## src/sv/phtst_pkg.sv

```systemverilog
// shared types and constants of the polyline hit test
package phtst_pkg;

  localparam int COORD_WIDTH_DEF = 24;
  localparam int COORD_WIDTH_CAP = 30;
  localparam int TOL_WIDTH       = 25;
  localparam int T_FRAC          = 16;
  localparam int CFG_IDX_WIDTH   = 1;

  typedef logic [CFG_IDX_WIDTH-1:0] cfg_idx_t;
  localparam cfg_idx_t REG_CLOSED_MODE = 1'b0;
  localparam cfg_idx_t REG_TOLERANCE   = 1'b1;

  typedef enum logic [3:0] {
    S_IDLE,
    S_PREP,
    S_MUL_GO,
    S_MUL_WAIT,
    S_TSEL,
    S_DIV_WAIT,
    S_RXY,
    S_KEEP,
    S_SQRT_WAIT,
    S_EMIT
  } state_t;

  typedef enum logic [2:0] {
    MUL_DXDX,
    MUL_DYDY,
    MUL_WXDX,
    MUL_WYDY,
    MUL_TDX,
    MUL_TDY,
    MUL_RXRX,
    MUL_RYRY
  } mop_t;

endpackage

```

## src/sv/phtst_div.sv

```systemverilog
// restoring divider for the Q0.16 projection parameter, one quotient bit per cycle
module phtst_div #(
  parameter int DW = 56
) (
  input  logic                          clk,
  input  logic                          rst,
  input  logic                          start,
  input  logic [DW-1:0]                 num,
  input  logic [DW-1:0]                 den,
  output logic                          done,
  output logic [phtst_pkg::T_FRAC-1:0]  quo
);
  import phtst_pkg::*;

  localparam int CNT_W = $clog2(T_FRAC + 1);

  logic [DW-1:0]    r;
  logic [DW-1:0]    d;
  logic [DW-1:0]    r2;
  logic             busy;
  logic [CNT_W-1:0] cnt;

  // control
  always_ff @(posedge clk) begin
    if (rst) begin
      busy <= 1'b0;
      done <= 1'b0;
      cnt  <= '0;
    end else begin
      done <= 1'b0;
      if (start) begin
        busy <= 1'b1;
        cnt  <= CNT_W'(T_FRAC);
      end else if (busy) begin
        cnt <= cnt - 1'b1;
        if (cnt == CNT_W'(1)) begin
          busy <= 1'b0;
          done <= 1'b1;
        end
      end
    end
  end

  // shifted remainder
  assign r2 = {r[DW-2:0], 1'b0};

  // one restoring step
  always_ff @(posedge clk) begin
    if (start) begin
      r   <= num;
      d   <= den;
      quo <= '0;
    end else if (busy) begin
      if (r2 >= d) begin
        r   <= r2 - d;
        quo <= {quo[T_FRAC-2:0], 1'b1};
      end else begin
        r   <= r2;
        quo <= {quo[T_FRAC-2:0], 1'b0};
      end
    end
  end
endmodule

```

## config.mk

```make
export PLATFORM = sky130hd
export DESIGN_NAME = phtst_div
export DESIGN_NICKNAME = d
export VERILOG_FILES = /design/src/sv/phtst_pkg.sv /design/src/sv/phtst_div.sv
export SDC_FILE = /design/constraint.sdc
export NUM_CORES = 1
export LEC_CHECK = 0
export BUFFER_PORTS_ARGS = -buffer_cell sky130_fd_sc_hd__buf_2
export CELL_PAD_IN_SITES_DETAIL_PLACEMENT = 0
export CELL_PAD_IN_SITES_GLOBAL_PLACEMENT = 1
export CORE_MARGIN = 3
export CORE_UTILIZATION = 35
export DETAILED_ROUTE_END_ITERATION = 10
export GPL_TIMING_DRIVEN = 0
export MAX_ROUTING_LAYER = met4
export PLACE_DENSITY = 0.65
export SLEW_MARGIN = 20
export SYNTH_ARGS = -nofsm -noshare
export SYNTH_HDL_FRONTEND = slang
export SYNTH_SLANG_ARGS = --single-unit
```

## constraint.sdc

```tcl
create_clock -name clk -period 9 [get_ports clk]
set_input_delay 1.35 -clock clk [delete_from_list [all_inputs] [get_ports clk]]
set_output_delay 1.35 -clock clk [all_outputs]
set_load 0.02 [all_outputs]
```

==> out/metrics.yaml <==
status:
  outcome: "finished clean"
global_routing:
  busiest_layer: "met2"
  use_met3_pct: 2.82
  antenna_found_initial: 0
  grt_usage_pct: 18.4
  grt_pass1_wl_mm: 38.6
  grt.met1_usage_pct: 25.5
  grt_max_degree: 58
  met2_usage_pct: 29.1
  grt_pass1_vias: 7410
  grt_overflow: 0
clock_tree:
  cts_sinks: 134
  postCtsHoldBufs: 0
  clk_pin_slew_ns: 0.07
  cts_inserted_buffers: 17
  cts_tree: "done"
  cts_root_buf: "clkbuf_16"
  post_cts_buffers: 0
  clk_latency_ns: 0.43
  cts_buffer_depth: 2
  cts_resized: 0
  cts_max_level: 4
timing:
  tightest_slew_ns: 0.866
  min_period_over_period_pct: 41.9
  period_minus_slack_ns: 3.77
  setup_tns_ns: 0
  skew_ns: 0.0133
  slew-limit-headroom_pct: 42.3
  timing.final.max_slew_violations: 0
  rsz0062_at_grt: "no"
  finalSetupViolations: 0
  hold_viol: 0
  max_freq_mhz: 265
setup_path:
  r2r_end: "r[45]$_DFFE_PP_"
  crit_chain: "ha_1 > a21o_1 > a21oi_1 > a21oi_1 > o21ai_1 > a31oi_1 > o41ai_2 > o21a_1 > o21ai_1 > and4b_1 > nor4_1"
  startpoint: "r[2]$_DFFE_PP_"
  arrival_ns: 4.01
  crit_type: "reg2reg"
  path_max_fanout: 6
  max_stage_delay_ns: 0.78
  crit_required_ns: 9.24
  worstSetupStartpointType: "flip-flop"
  worstReg2RegStart: "r[2]$_DFFE_PP_"
  crit_path_top_delay_cell: "o41ai_2"
  rrSetupSlack_ns: 5.23
  crit_path_end_kind: "flip-flop"
  r2r_cells: 11
floorplanning:
  die_w_um: 165
  fp.dieH_um: 165
  initial_utilization_pct: 36.0
  fp-row-count: 57
  pin_count: 132
  die_area_um2: 27300
  coreArea_um2: 24600
synth:
  yosysSeqAreaShare_pct: 42.8
  ys.flop_type: "edfxtp_1"
  synth_seq_cells: 134
  yosys.area.top_type: "edfxtp_1"
  synth-async-reset-ratio_pct: 0
  synth.distinct_cells: 68
  synth.top_cell.area_share_pct: 37.6
  syn_area_um2: 8860
  synth_fp_nets: 1093
  yosys-top-cells-count: "111 x edfxtp_1, 84 x nand2_1, 72 x inv_1, 69 x a21oi_1, 65 x o21ai_0"
  synth_edf_count: 111
  yosysMostFrequentCell: "edfxtp_1"
  synth_cells: 919
  synthTopCellsByArea: "edfxtp_1 38%, ha_1 8.2%, mux2i_1 5.8%"
  yosysWarnings: 0
  avgSynthCellArea_um2: 9.64
hold_path:
  hold_class: "reg2reg"
  hold_depth: 2
  hold-path-endpoint: "quo[15]$_SDFFE_PP0P_"
  worstHoldStart: "quo[15]$_SDFFE_PP0P_"
detailed_routing:
  wire_per_inst_um: 17.1
  wirelength_mm: 24.0
  drcViolationCount: 0
  drt_iter0_drc: 416
  num_vias: 7201
  viasPerCell: 5.12
  drtAntennaViolNets: 0
  drtPass1Iterations: 6
finish:
  diodes: 0
  nets: 1243
  drive_gt1_share_pct: 18.6
  syn2layout_area_growth_pct: 18.9
  fin_area_um2: 10500
placed_design:
  place_area_um2: 9940
  hpwl_mm: 17.9
  routabilityCongestion: 0.835
  portBuffers: 130
job:
  drv_cap: 0
power_and_ir_drop:
  vdd_drop_max_v: 0.0000861
  power_mw: 2.60
  leakage_nw: 4.50
  power.density_nw_per_um2: 246
worst max path at each step:
stage | to | slack (ns) | cells past startpoint
floorplan | r[25]$_DFFE_PP_ | 5.92 | 12
global placement | r[22]$_DFFE_PP_ | 3.91 | 4
detailed placement | r[20]$_DFFE_PP_ | 4.86 | 5
CTS | r[45]$_DFFE_PP_ | 5.20 | 11
global route | r[45]$_DFFE_PP_ | 4.98 | 11
finish | r[45]$_DFFE_PP_ | 5.23 | 11
report_power, final:
| group | internal [mW] | leakage [nW] | switching [mW] |
|---|---|---|---|
| sequential | 0.778 | 1.30 | 0.0409 |
| combinational | 0.440 | 2.91 | 0.618 |
| clock | 0.387 | 0.295 | 0.331 |
| total | 1.61 | 4.50 | 0.991 |
cell families after synthesis:
family,after synthesis,synth area share [%]
adders and majority gates,59,8.42
xor gates and xnor gates,51,5.04
and+or+nand+nor,243,13.3
muxes,62,7.16
DFF,134,42.8
AOI/OAI and AO/OA,247,17.2
buffers and inverters,123,6.03
flip-flops by register name, indices dropped and copies added (netlist names):
register,cells
d,56
r,55
quo,16
cnt,5
busy,1
done,1
area by class of cell:
type,count,area (µm²)
Clock inverter,14,143
Buffer,50,260
Inverter,73,274
Tap cell,324,405
Sequential cell,134,3790
Multi-Input combinational cell,662,4530
Clock buffer,18,450
Timing Repair Buffer,131,673
Fill cell,2520,14100
cells in the final DEF (no fill, tap or decap), types with 18 or more instances in the layout:
cell type and count:
a21o_1 26, a21oi_1 69, buf_2 133, clkbuf_1 35, clkbuf_16 18, dfxtp_1 23, edfxtp_1 111, ha_1 58
inv_1 72, mux2i_1 51, nand2_1 84, nand4_1 22, nor2_1 61, nor3_1 18, o21ai_0 65, xnor2_1 31
xor2_1 20
worst max-delay path: cells and delay by family (launching register included):
kind / cells / cell delay (ns)
compound gates: 8 / 2.30
fa+ha+maj: 1 / 0.40
flops: 1 / 0.41
simple gates: 2 / 0.46
through the flow:
step           worst slack, ns  hold WS (ns)  util (%)  instances
2_1_floorplan             5.92         0.469         -        919
3_3_place_gp              3.91         0.474      40.3       1373
3_5_place_dp              4.86         0.480      40.4       1374
4_1_cts                   5.20         0.502      42.8       1406
5_1_grt                   4.98         0.542      42.8       1406
6_report                  5.23         0.498      42.8       1406
per-layer routing:
metal | routed length, µm | vias to the layer above
met4 | 228 | 0
met5 | 0 | -
met3 | 1140 | 15
met2 | 10700 | 160
li1 | - | 3636
met1 | 11900 | 3390
Note: power is estimated with default switching activity, not from simulation.
